<file path="config.mk">
export PLATFORM = sky130hd
export DESIGN_NAME = adc_bridge_temperature_scanner_top
export DESIGN_NICKNAME = d
export VERILOG_FILES = /design/src/rtl/abts_pkg.sv /design/src/rtl/abts_div.sv /design/src/rtl/adc_bridge_temperature_scanner_top.sv
export SDC_FILE = /design/constraint.sdc
export NUM_CORES = 2
export LEC_CHECK = 0
export BUFFER_PORTS_ARGS = -buffer_cell sky130_fd_sc_hd__buf_2
export CAP_MARGIN = 25
export CORE_ASPECT_RATIO = 0.7
export CORE_UTILIZATION = 44
export DETAILED_ROUTE_END_ITERATION = 12
export PLACE_DENSITY = 0.65
export SLEW_MARGIN = 20
export SYNTH_ARGS = -nofsm -noshare
export SYNTH_HDL_FRONTEND = slang
export SYNTH_SLANG_ARGS = --single-unit
</file>
<file path="constraint.sdc">
create_clock -name clk -period 25.7 [get_ports clk]
set_input_delay 5.14 -clock clk [delete_from_list [all_inputs] [get_ports clk]]
set_output_delay 5.14 -clock clk [all_outputs]
set_load 0.01 [all_outputs]
</file>
<file path="src/rtl/abts_pkg.sv">
package abts_pkg;

	// sequencer states
	typedef enum logic [4:0] {
		ST_IDLE,
		ST_MUL1,
		ST_MUL2,
		ST_MUL3,
		ST_MUL4,
		ST_MUL5,
		ST_MUL6,
		ST_MUL7,
		ST_CHK1,
		ST_CHK2,
		ST_DIVR,
		ST_TMUL,
		ST_TPREP,
		ST_TLO,
		ST_THI,
		ST_TSUM,
		ST_SAT,
		ST_DONE
	} state_t;

	typedef struct packed {
		logic load;
		logic step;
	} div_ctrl_t;

	// divider datapath
	localparam int DIV_W = 48;
	localparam int QUO_W = 29;

	// bus actions
	localparam logic [1:0] ACT_CFG  = 2'd0;
	localparam logic [1:0] ACT_PTR  = 2'd1;
	localparam logic [1:0] ACT_READ = 2'd2;
	localparam logic [1:0] ACT_SKIP = 2'd3;

	// phases
	localparam logic [1:0] PH_CFG = 2'd0;
	localparam logic [1:0] PH_PTR = 2'd1;
	localparam logic [1:0] PH_READ = 2'd2;

	// register indexes
	localparam logic [2:0] REG_MUX0 = 3'd0;
	localparam logic [2:0] REG_MUX1 = 3'd1;
	localparam logic [2:0] REG_MUX2 = 3'd2;
	localparam logic [2:0] REG_RATE = 3'd3;
	localparam logic [2:0] REG_R1   = 3'd4;
	localparam logic [2:0] REG_R2   = 3'd5;
	localparam logic [2:0] REG_V0   = 3'd6;

	// scale factors
	localparam logic [29:0] VOLT_SCALE = 30'd32767;
	localparam logic [18:0] TEMP_GAIN  = 19'd258137;
	// offset 2^18 * D, minus the intercept, plus half of D for rounding
	localparam longint TEMP_OFF = 64'sd262144 * 64'sd655360000
		- 64'sd257990783 * 64'sd65536 + 64'sd327680000;
	// D is 625 * 2^20; floor(x / 625) is (x * TEMP_RECIP) >> TEMP_SHIFT for x below 2^28
	localparam logic [29:0] TEMP_RECIP = 30'd109951163;
	localparam int          TEMP_SHIFT = 36;

	localparam logic signed [15:0] TEMP_MAX = 16'sh7FFF;
	localparam logic signed [15:0] TEMP_MIN = -16'sh8000;

endpackage

</file>
<file path="src/rtl/abts_div.sv">
module abts_div (
	input  logic                          clk,
	input  abts_pkg::div_ctrl_t           ctrl,
	input  logic [abts_pkg::DIV_W-1:0]    rem_init,
	input  logic [abts_pkg::QUO_W-1:0]    bits_init,
	input  logic [abts_pkg::DIV_W-1:0]    divisor,
	output logic [abts_pkg::QUO_W-1:0]    quotient
);
	import abts_pkg::*;

	logic [DIV_W-1:0] rem_q;
	logic [DIV_W-1:0] dvs_q;
	logic [QUO_W-1:0] bits_q;
	logic [QUO_W-1:0] quo_q;
	logic [DIV_W:0]   rem_sh;
	logic [DIV_W:0]   rem_sub;
	logic             ge;

	// restoring division, one quotient bit a cycle while step is high
	always_comb begin
		rem_sh  = {rem_q, bits_q[QUO_W-1]};
		rem_sub = rem_sh - {1'b0, dvs_q};
		ge      = !rem_sub[DIV_W];
	end

	always_ff @(posedge clk) begin
		if (ctrl.load) begin
			rem_q  <= rem_init;
			bits_q <= bits_init;
			dvs_q  <= divisor;
		end else if (ctrl.step) begin
			rem_q  <= ge ? rem_sub[DIV_W-1:0] : rem_sh[DIV_W-1:0];
			bits_q <= {bits_q[QUO_W-2:0], 1'b0};
			quo_q  <= {quo_q[QUO_W-2:0], ge};
		end
	end

	assign quotient = quo_q;

endmodule

</file>
<file path="src/rtl/adc_bridge_temperature_scanner_top.sv">
// channel  | direction | contents
// s_*      | in        | tuser: bus_error; tdata[15:0]: adc_code
// m_*      | out       | tuser: bus_action; tdata: channel, config_high, config_low,
//          |           |   temp_valid, temperature_centi, range_error
// wr_*     | in        | register write: index 0..6, data up to 16 bits
//
// config write, pointer write and skip words go from idle straight to the done state; a read
// word makes nine passes through the shared 30x19 multiplier, two range checks, 29 divider
// steps for the resistance and a reciprocal multiply for the temperature scaling, and a
// range check can end it early. reset clears phase, channel, registers to their defaults
// and the output valid. s_tready is high only while idle; a finished word waits in the
// output register, and the sequencer holds while that is full and not taken.
module adc_bridge_temperature_scanner_top (
	input  logic        clk,
	input  logic        arst_n,
	input  logic        s_tvalid,
	output logic        s_tready,
	input  logic [15:0] s_tdata,   // adc_code
	input  logic        s_tuser,   // bus_error
	output logic        m_tvalid,
	input  logic        m_tready,
	output logic [39:0] m_tdata,   // channel, config_high, config_low, temp_valid,
	                               // temperature_centi, range_error, zero fill
	output logic [1:0]  m_tuser,   // bus_action
	input  logic        wr_en,
	input  logic [2:0]  wr_index,
	input  logic [15:0] wr_data
);
	import abts_pkg::*;

	state_t state_q, state_d;

	logic [1:0]  phase_q, chan_q;
	logic [7:0]  mux0_q, mux1_q, mux2_q, rate_q;
	logic [15:0] r1_q, r2_q;
	logic [12:0] mv_q;

	logic [15:0] code_q;
	logic signed [15:0] n16;
	logic signed [23:0] vq;
	logic [16:0] sum_s;
	logic signed [29:0] diff_v;

	logic signed [29:0] mul_a;
	logic signed [18:0] mul_b;
	logic signed [48:0] prod_q;

	logic [27:0]        v0q_q;
	logic signed [41:0] t1_q;
	logic signed [45:0] v0r2_q;
	logic signed [45:0] x_q;
	logic signed [47:0] den_q;
	logic signed [63:0] num_q;
	logic signed [63:0] b_q;
	logic signed [63:0] c_chk;
	logic signed [49:0] tp;
	logic [27:0]        xt_q;
	logic [45:0]        tlo_q;
	logic [55:0]        tacc_q;
	logic signed [19:0] t20;
	logic [4:0]         cnt_q;

	div_ctrl_t        div_ctrl;
	logic [DIV_W-1:0] div_rem_init;
	logic [QUO_W-1:0] div_bits_init;
	logic [DIV_W-1:0] div_divisor;
	logic [QUO_W-1:0] div_quo;

	logic [1:0]  res_action_q, res_chan_q;
	logic [7:0]  res_hi_q, res_lo_q;
	logic        res_tv_q, res_err_q;
	logic [15:0] res_temp_q;

	logic        m_tvalid_q;
	logic [39:0] out_data_q;
	logic [1:0]  out_user_q;

	logic       s_accept, out_load, is_read;
	logic [1:0] ch_cur, ch_next;
	logic [7:0] mux_sel;

	assign s_tready = (state_q == ST_IDLE);
	assign s_accept = s_tvalid && s_tready;
	assign is_read  = !s_tuser && (phase_q != PH_CFG) && (phase_q != PH_PTR);

	assign ch_cur  = (chan_q == 2'd3) ? 2'd2 : chan_q;
	assign ch_next = (ch_cur == 2'd2) ? 2'd0 : ch_cur + 2'd1;

	always_comb begin
		case (ch_cur)
			2'd0:    mux_sel = mux0_q;
			2'd1:    mux_sel = mux1_q;
			default: mux_sel = mux2_q;
		endcase
	end

	// codes at and above half scale count down from full scale
	assign n16    = code_q[15] ? signed'(code_q + 16'd1) : signed'(code_q);
	assign vq     = {n16, 8'h00};
	assign sum_s  = {1'b0, r1_q} + {1'b0, r2_q};
	assign diff_v = signed'({2'b00, v0q_q}) - 30'(vq);
	assign c_chk  = b_q - (64'(den_q) <<< 13);
	assign tp     = 50'(prod_q) + 50'(TEMP_OFF);
	assign t20    = signed'({1'b0, tacc_q[TEMP_SHIFT+18:TEMP_SHIFT]}) - 20'sd262144;

	// next state
	always_comb begin
		state_d = state_q;
		case (state_q)
			ST_IDLE:  if (s_accept) state_d = is_read ? ST_MUL1 : ST_DONE;
			ST_MUL1:  state_d = ST_MUL2;
			ST_MUL2:  state_d = ST_MUL3;
			ST_MUL3:  state_d = ST_MUL4;
			ST_MUL4:  state_d = ST_MUL5;
			ST_MUL5:  state_d = ST_MUL6;
			ST_MUL6:  state_d = ST_MUL7;
			ST_MUL7:  state_d = ST_CHK1;
			ST_CHK1:  state_d = (den_q[47] || den_q == '0) ? ST_DONE : ST_CHK2;
			ST_CHK2:  state_d = (!b_q[63] && c_chk[63]) ? ST_DIVR : ST_DONE;
			ST_DIVR:  if (cnt_q == '0) state_d = ST_TMUL;
			ST_TMUL:  state_d = ST_TPREP;
			ST_TPREP: state_d = ST_TLO;
			ST_TLO:   state_d = ST_THI;
			ST_THI:   state_d = ST_TSUM;
			ST_TSUM:  state_d = ST_SAT;
			ST_SAT:   state_d = ST_DONE;
			ST_DONE:  if (out_load) state_d = ST_IDLE;
			default:  state_d = ST_IDLE;
		endcase
	end

	// datapath control
	always_comb begin
		mul_a         = '0;
		mul_b         = '0;
		div_ctrl      = '0;
		div_rem_init  = 48'(b_q[60:13]);
		div_bits_init = {b_q[12:0], 16'h0000};
		div_divisor   = 48'(den_q);
		out_load      = 1'b0;
		case (state_q)
			ST_MUL1: begin
				mul_a = signed'(VOLT_SCALE);
				mul_b = signed'(19'(mv_q));
			end
			ST_MUL2: begin
				mul_a = 30'(vq);
				mul_b = signed'(19'(sum_s));
			end
			ST_MUL3: begin
				mul_a = signed'(30'(v0q_q));
				mul_b = signed'(19'(r2_q));
			end
			ST_MUL4: begin
				mul_a = diff_v;
				mul_b = signed'(19'(sum_s));
			end
			ST_MUL5: begin
				mul_a = signed'(30'(x_q[22:0]));
				mul_b = signed'(19'(r1_q));
			end
			ST_MUL6: begin
				mul_a = 30'(signed'(x_q[45:23]));
				mul_b = signed'(19'(r1_q));
			end
			ST_CHK2: div_ctrl.load = !b_q[63] && c_chk[63];
			ST_DIVR: div_ctrl.step = 1'b1;
			// offset quotient back to signed resistance by flipping its top bit
			ST_TMUL: begin
				mul_a = 30'(signed'({~div_quo[QUO_W-1], div_quo[QUO_W-2:0]}));
				mul_b = signed'(TEMP_GAIN);
			end
			// scaled sum over 2^20 times the reciprocal of 625, in two halves
			ST_TLO: begin
				mul_a = signed'(TEMP_RECIP);
				mul_b = signed'({1'b0, xt_q[17:0]});
			end
			ST_THI: begin
				mul_a = signed'(TEMP_RECIP);
				mul_b = signed'(19'(xt_q[27:18]));
			end
			ST_DONE: out_load = !m_tvalid_q || m_tready;
			default: ;
		endcase
	end

	abts_div u_div (
		.clk       (clk),
		.ctrl      (div_ctrl),
		.rem_init  (div_rem_init),
		.bits_init (div_bits_init),
		.divisor   (div_divisor),
		.quotient  (div_quo)
	);

	// control state and registers
	always_ff @(posedge clk or negedge arst_n) begin
		if (!arst_n) begin
			state_q    <= ST_IDLE;
			phase_q    <= PH_CFG;
			chan_q     <= 2'd0;
			mux0_q     <= 8'd0;
			mux1_q     <= 8'd0;
			mux2_q     <= 8'd0;
			rate_q     <= 8'd227;
			r1_q       <= 16'd10000;
			r2_q       <= 16'd1000;
			mv_q       <= 13'd5000;
			m_tvalid_q <= 1'b0;
		end else begin
			state_q <= state_d;
			if (s_accept) begin
				if (s_tuser) begin
					phase_q <= PH_CFG;
					chan_q  <= ch_next;
				end else if (phase_q == PH_CFG) begin
					phase_q <= PH_PTR;
				end else if (phase_q == PH_PTR) begin
					phase_q <= PH_READ;
				end else begin
					phase_q <= PH_CFG;
					chan_q  <= ch_next;
				end
			end
			if (wr_en) begin
				case (wr_index)
					REG_MUX0: mux0_q <= wr_data[7:0];
					REG_MUX1: mux1_q <= wr_data[7:0];
					REG_MUX2: mux2_q <= wr_data[7:0];
					REG_RATE: rate_q <= wr_data[7:0];
					REG_R1:   r1_q   <= wr_data;
					REG_R2:   r2_q   <= wr_data;
					REG_V0:   mv_q   <= wr_data[12:0];
					default:  ;
				endcase
			end
			if (out_load)
				m_tvalid_q <= 1'b1;
			else if (m_tready)
				m_tvalid_q <= 1'b0;
		end
	end

	// datapath
	always_ff @(posedge clk) begin
		prod_q <= mul_a * mul_b;
		case (state_q)
			ST_IDLE: if (s_accept) begin
				code_q       <= s_tdata;
				res_chan_q   <= ch_cur;
				res_hi_q     <= 8'd0;
				res_lo_q     <= 8'd0;
				res_tv_q     <= 1'b0;
				res_temp_q   <= 16'd0;
				res_err_q    <= 1'b0;
				if (s_tuser) begin
					res_action_q <= ACT_SKIP;
				end else if (phase_q == PH_CFG) begin
					res_action_q <= ACT_CFG;
					res_hi_q     <= mux_sel;
					res_lo_q     <= rate_q;
				end else if (phase_q == PH_PTR) begin
					res_action_q <= ACT_PTR;
				end else begin
					res_action_q <= ACT_READ;
				end
			end
			ST_MUL2: v0q_q  <= prod_q[27:0];
			ST_MUL3: t1_q   <= prod_q[41:0];
			ST_MUL4: begin
				v0r2_q <= prod_q[45:0];
				x_q    <= 46'(t1_q) + prod_q[45:0];
			end
			ST_MUL5: den_q <= prod_q[47:0] - 48'(v0r2_q);
			ST_MUL6: num_q <= 64'(prod_q);
			ST_MUL7: num_q <= num_q + (64'(prod_q) <<< 23);
			ST_CHK1: begin
				b_q <= num_q + (64'(den_q) <<< 12);
				if (den_q[47] || den_q == '0)
					res_err_q <= 1'b1;
			end
			ST_CHK2: begin
				cnt_q <= 5'(QUO_W - 1);
				if (b_q[63]) begin
					res_tv_q   <= 1'b1;
					res_temp_q <= TEMP_MIN;
					res_err_q  <= 1'b1;
				end else if (!c_chk[63]) begin
					res_tv_q   <= 1'b1;
					res_temp_q <= TEMP_MAX;
					res_err_q  <= 1'b1;
				end
			end
			ST_DIVR:  cnt_q <= cnt_q - 5'd1;
			// offset sum is never negative, so the low 20 bits just drop
			ST_TPREP: xt_q  <= tp[47:20];
			ST_THI:   tlo_q <= prod_q[45:0];
			ST_TSUM:  tacc_q <= 56'(tlo_q) + (56'(prod_q[37:0]) << 18);
			ST_SAT: begin
				res_tv_q <= 1'b1;
				if (t20 > 20'sd32767) begin
					res_temp_q <= TEMP_MAX;
					res_err_q  <= 1'b1;
				end else if (t20 < -20'sd32768) begin
					res_temp_q <= TEMP_MIN;
					res_err_q  <= 1'b1;
				end else begin
					res_temp_q <= t20[15:0];
				end
			end
			default: ;
		endcase
		if (out_load) begin
			out_data_q <= {4'h0, res_err_q, res_temp_q, res_tv_q,
				res_lo_q, res_hi_q, res_chan_q};
			out_user_q <= res_action_q;
		end
	end

	assign m_tvalid = m_tvalid_q;
	assign m_tdata  = out_data_q;
	assign m_tuser  = out_user_q;

endmodule

</file>
==> summary.txt <==
Outcome
  • Status: completed

Global route
  • Busiest metal layer after global routing: met1
  • Met1 GRT Util: 0.3867
  • Total grt overflow: 0
  • Antenna violations before repair: 20
  • Largest net degree at the start of global routing: 69
  • Tot GR Track Use: 0.2542
  • Global-route wire length before repair: 282.5 mm
  • Vias in the first global route: 45709
  • Met2 routing resource usage after global routing: 0.3585
  • Global routing met3 resource utilization: 0.06431

Logic synthesis
  • Cell variety after synth: 111
  • Post-synthesis cell area: ~0.064 mm^2
  • Multiplexer share of the synthesized area: 0.01933
  • Fraction of registers with async set/reset: 0.1110
  • Most used standard cells in the synthesized netlist: 890 x inv_1, 648 x edfxtp_1, 597 x nand2_1, 532 x fa_1, 469 x ha_1
  • Fraction of the mapped netlist area in adder cells: 0.2588
  • Most frequent cell after synthesis: inv_1
  • Post-synthesis simple-gate area fraction: 0.1150
  • Synth top area cells: edfxtp_1 30%, fa_1 17%, ha_1 9.2%
  • Synth Area in XOR/XNOR: 0.04667
  • Gate Count Post-Synth: roughly 6300
  • Avg Inst Size Synth: a little over 10 um^2
  • Count of synthesis-stage warnings from yosys: 0
  • Register area share after synthesis: 0.3547
  • Count of flip-flops with a built-in enable after synthesis: between 600 and 700
  • Post-synth top area share: 0.3048
  • Main combinational cell family by area after synthesis: adder cells
  • Yosys top cell by area: edfxtp_1
  • Compound-gate portion of the synthesized area: 0.1386
  • Commonest register cell after synthesis: edfxtp_1
  • Flip-flop and latch count after synthesis: 784

Die
  • Initial Util: 0.4452
  • Chip width: about 460 um
  • FP Rows: between 100 and 150
  • Number of top-level pins: 85
  • Die extent in y: roughly 320 um
  • Die area: approximately 0.15 mm^2
  • Core footprint: 0.1434 mm^2

Route
  • Violation count after the first detailed-routing iteration: just under 5000
  • Post-route ant nets: 0
  • Total detailed-routing wirelength: around 190 mm
  • Number of detailed-routing iterations run before antenna repair: 6
  • DRC Markers: 0
  • Vias after detailed routing: ~47000
  • Routed wirelength normalized by instance count: 22.50 um
  • Number of vias per cell: between 5 and 6

Worst setup path
  • Worst EP required: 26.33 ns
  • Highest-delay cell along the critical path: o31ai_2
  • Count of buffering cells on the critical path with inverters included: 6
  • CP Launch Type: register
  • Endpoint class of the critical path: register
  • Worst Path Max Fanout: 10
  • Top cell family by delay on the critical path: compound AO/OA/AOI/OAI gates
  • Largest stage delay on the critical path: ~0.89 ns
  • Data arrival time at the worst-slack endpoint: roughly 12 ns
  • Critical setup path kind: register to register

STA
  • Final setup skew: between 0.04 and 0.05 ns
  • Highest attainable clock frequency: ~91 MHz
  • Final hold violation count: 0
  • Final critical delay including setup and external delays: about 11 ns
  • Least-Margin Pin Slew: roughly 1.2 ns
  • Sum of negative setup slack: 0 ns
  • Number of setup violations in the final report: 0
  • RSZ-0062 raised after global routing: false
  • Smallest hold slack: 0.4159 ns
  • Worst slew margin relative to its limit: 0.2230
  • Final Max Slew Viols: 0
  • Share of the cycle needed by the critical path after routing: 0.4266

Clock network
  • Buffer levels on the longest clock path: 3
  • Number of clock buffers inserted by TritonCTS: 86
  • Root Buffer: clkbuf_16
  • Clock tree from TritonCTS: built
  • Clock network latency to the later pin of the worst-skew pair: 0.70 ns
  • Post-CTS setup buffer count: 0
  • Post-cts sizing count: 0
  • Total clock sinks: between 700 and 800
  • Quantity of hold-fixing buffers added after cts: 0
  • Clock-pin slew on the worst setup and hold paths: approximately 0.060 ns
  • H-tree depth: 3

Worst hold path
  • Hold crit path type: register to register

Flow run
  • Reported max-cap violation count: 0

Placement
  • Port Buf Inserts: 80
  • Routability congestion estimate: between 0.9 and 1
  • HPWL after detailed placement: roughly 140 mm

Layout
  • Area Growth Syn to Fin: 9.122%
  • Fraction of layout cells with a size suffix above 1: 0.08814
  • Final net count: about 7400
[layer usage]
layer | share of wire | wire length [um]
met2 | 0.41 | 76010
met4 | 0.021 | 3906
met1 | 0.46 | 86430
met3 | 0.11 | 20120
met5 | 0.00014 | 27
[metrics by stage]
step	cells	util	area (um^2)	worst slack (ns)
global placement	8120	0.4652	66700	14.99
global route	8287	0.4857	69650	14.11
CTS	8282	0.4852	69570	14.97
detailed placement	8124	0.4655	66760	15.00
floorplan	6256	-	63850	15.52
finish	8289	0.4858	69660	14.74
[layout make-up]
class,instances,area (um^2)
Tap cell,1888,2362
Fill cell,13224,73740
Timing Repair Buffer,198,1351
Clock inverter,53,529.3
Antenna cell,2,5.005
Clock buffer,105,2286
Inverter,892,3351
Multi-Input combinational cell,4367,37130
Sequential cell,784,22640
[state kept, by name (all words and copies together) (netlist names), 19 cells and up]
| name | flops |
|---|---|
| b_q | 64 |
| num_q | 64 |
| prod_q | 49 |
| den_q | 48 |
| u_div.dvs_q | 48 |
| u_div.rem_q | 48 |
| v0r2_q | 46 |
| x_q | 46 |
| t1_q | 42 |
| m_tdata | 36 |
| u_div.quotient | 29 |
| tlo_q | 28 |
| v0q_q | 28 |
| xt_q | 28 |
| tacc_q | 19 |
[cell usage in the layout (no fill, tap or decap), types with 49 or more instances in the layout]
master / instances
xnor2_1: 210
nand4_1: 57
nor2b_1: 76
inv_1: 886
nor3_1: 60
a21oi_1: 390
and2_1: 67
a21o_1: 191
o21a_1: 50
nor2_1: 446
xor2_1: 127
edfxtp_1: 648
dfxtp_1: 49
mux2_2: 98
buf_2: 81
clkbuf_16: 88
fa_1: 532
o21ai_0: 215
dfrtp_1: 66
nand3_1: 78
nand2_1: 595
ha_1: 469
nand2b_1: 76
buf_4: 112
[worst reg2reg max path: cells and delay by family, from the launching register on]
kind / cells / cell delay [ns]
AOI/OAI and AO/OA: 14 / 4.13
xor gates and xnor gates: 2 / 0.44
adders and majority gates: 8 / 3.43
buffers and inverters: 6 / 0.44
DFF: 1 / 0.44
and+or+nand+nor: 9 / 2.02
[kinds of logic (layout without fill, tap and decap cells)]
| logic type | after synthesis | in the layout |
|---|---|---|
| and+or+nand+nor | 1602 | 1602 |
| buffers and inverters | 1105 | 1248 |
| adders and majority gates | 1001 | 1001 |
| DFF | 784 | 784 |
| AOI/OAI and AO/OA | 1311 | 1311 |
| other | 1 | 6 |
| xor gates and xnor gates | 338 | 338 |
| muxes | 111 | 111 |
[path summary, 6_finish.rpt]
path                                to  cells after the start  slack (ns)         from
min                        m_tdata[15]                      0        0.42  res_lo_q[5]
max                         prod_q[47]                     39       14.74    code_q[2]
max in group asynchronous      r1_q[4]                      3       20.39       arst_n
min reg2reg                m_tdata[15]                      0        0.42  res_lo_q[5]
min in group asynchronous   phase_q[1]                      1        4.24       arst_n
max reg2reg                 prod_q[47]                     39       14.74    code_q[2]
Power is left out: the tool's default activity adds up to more than one toggle a clock period on the data nets, which glitch-free logic cannot reach.
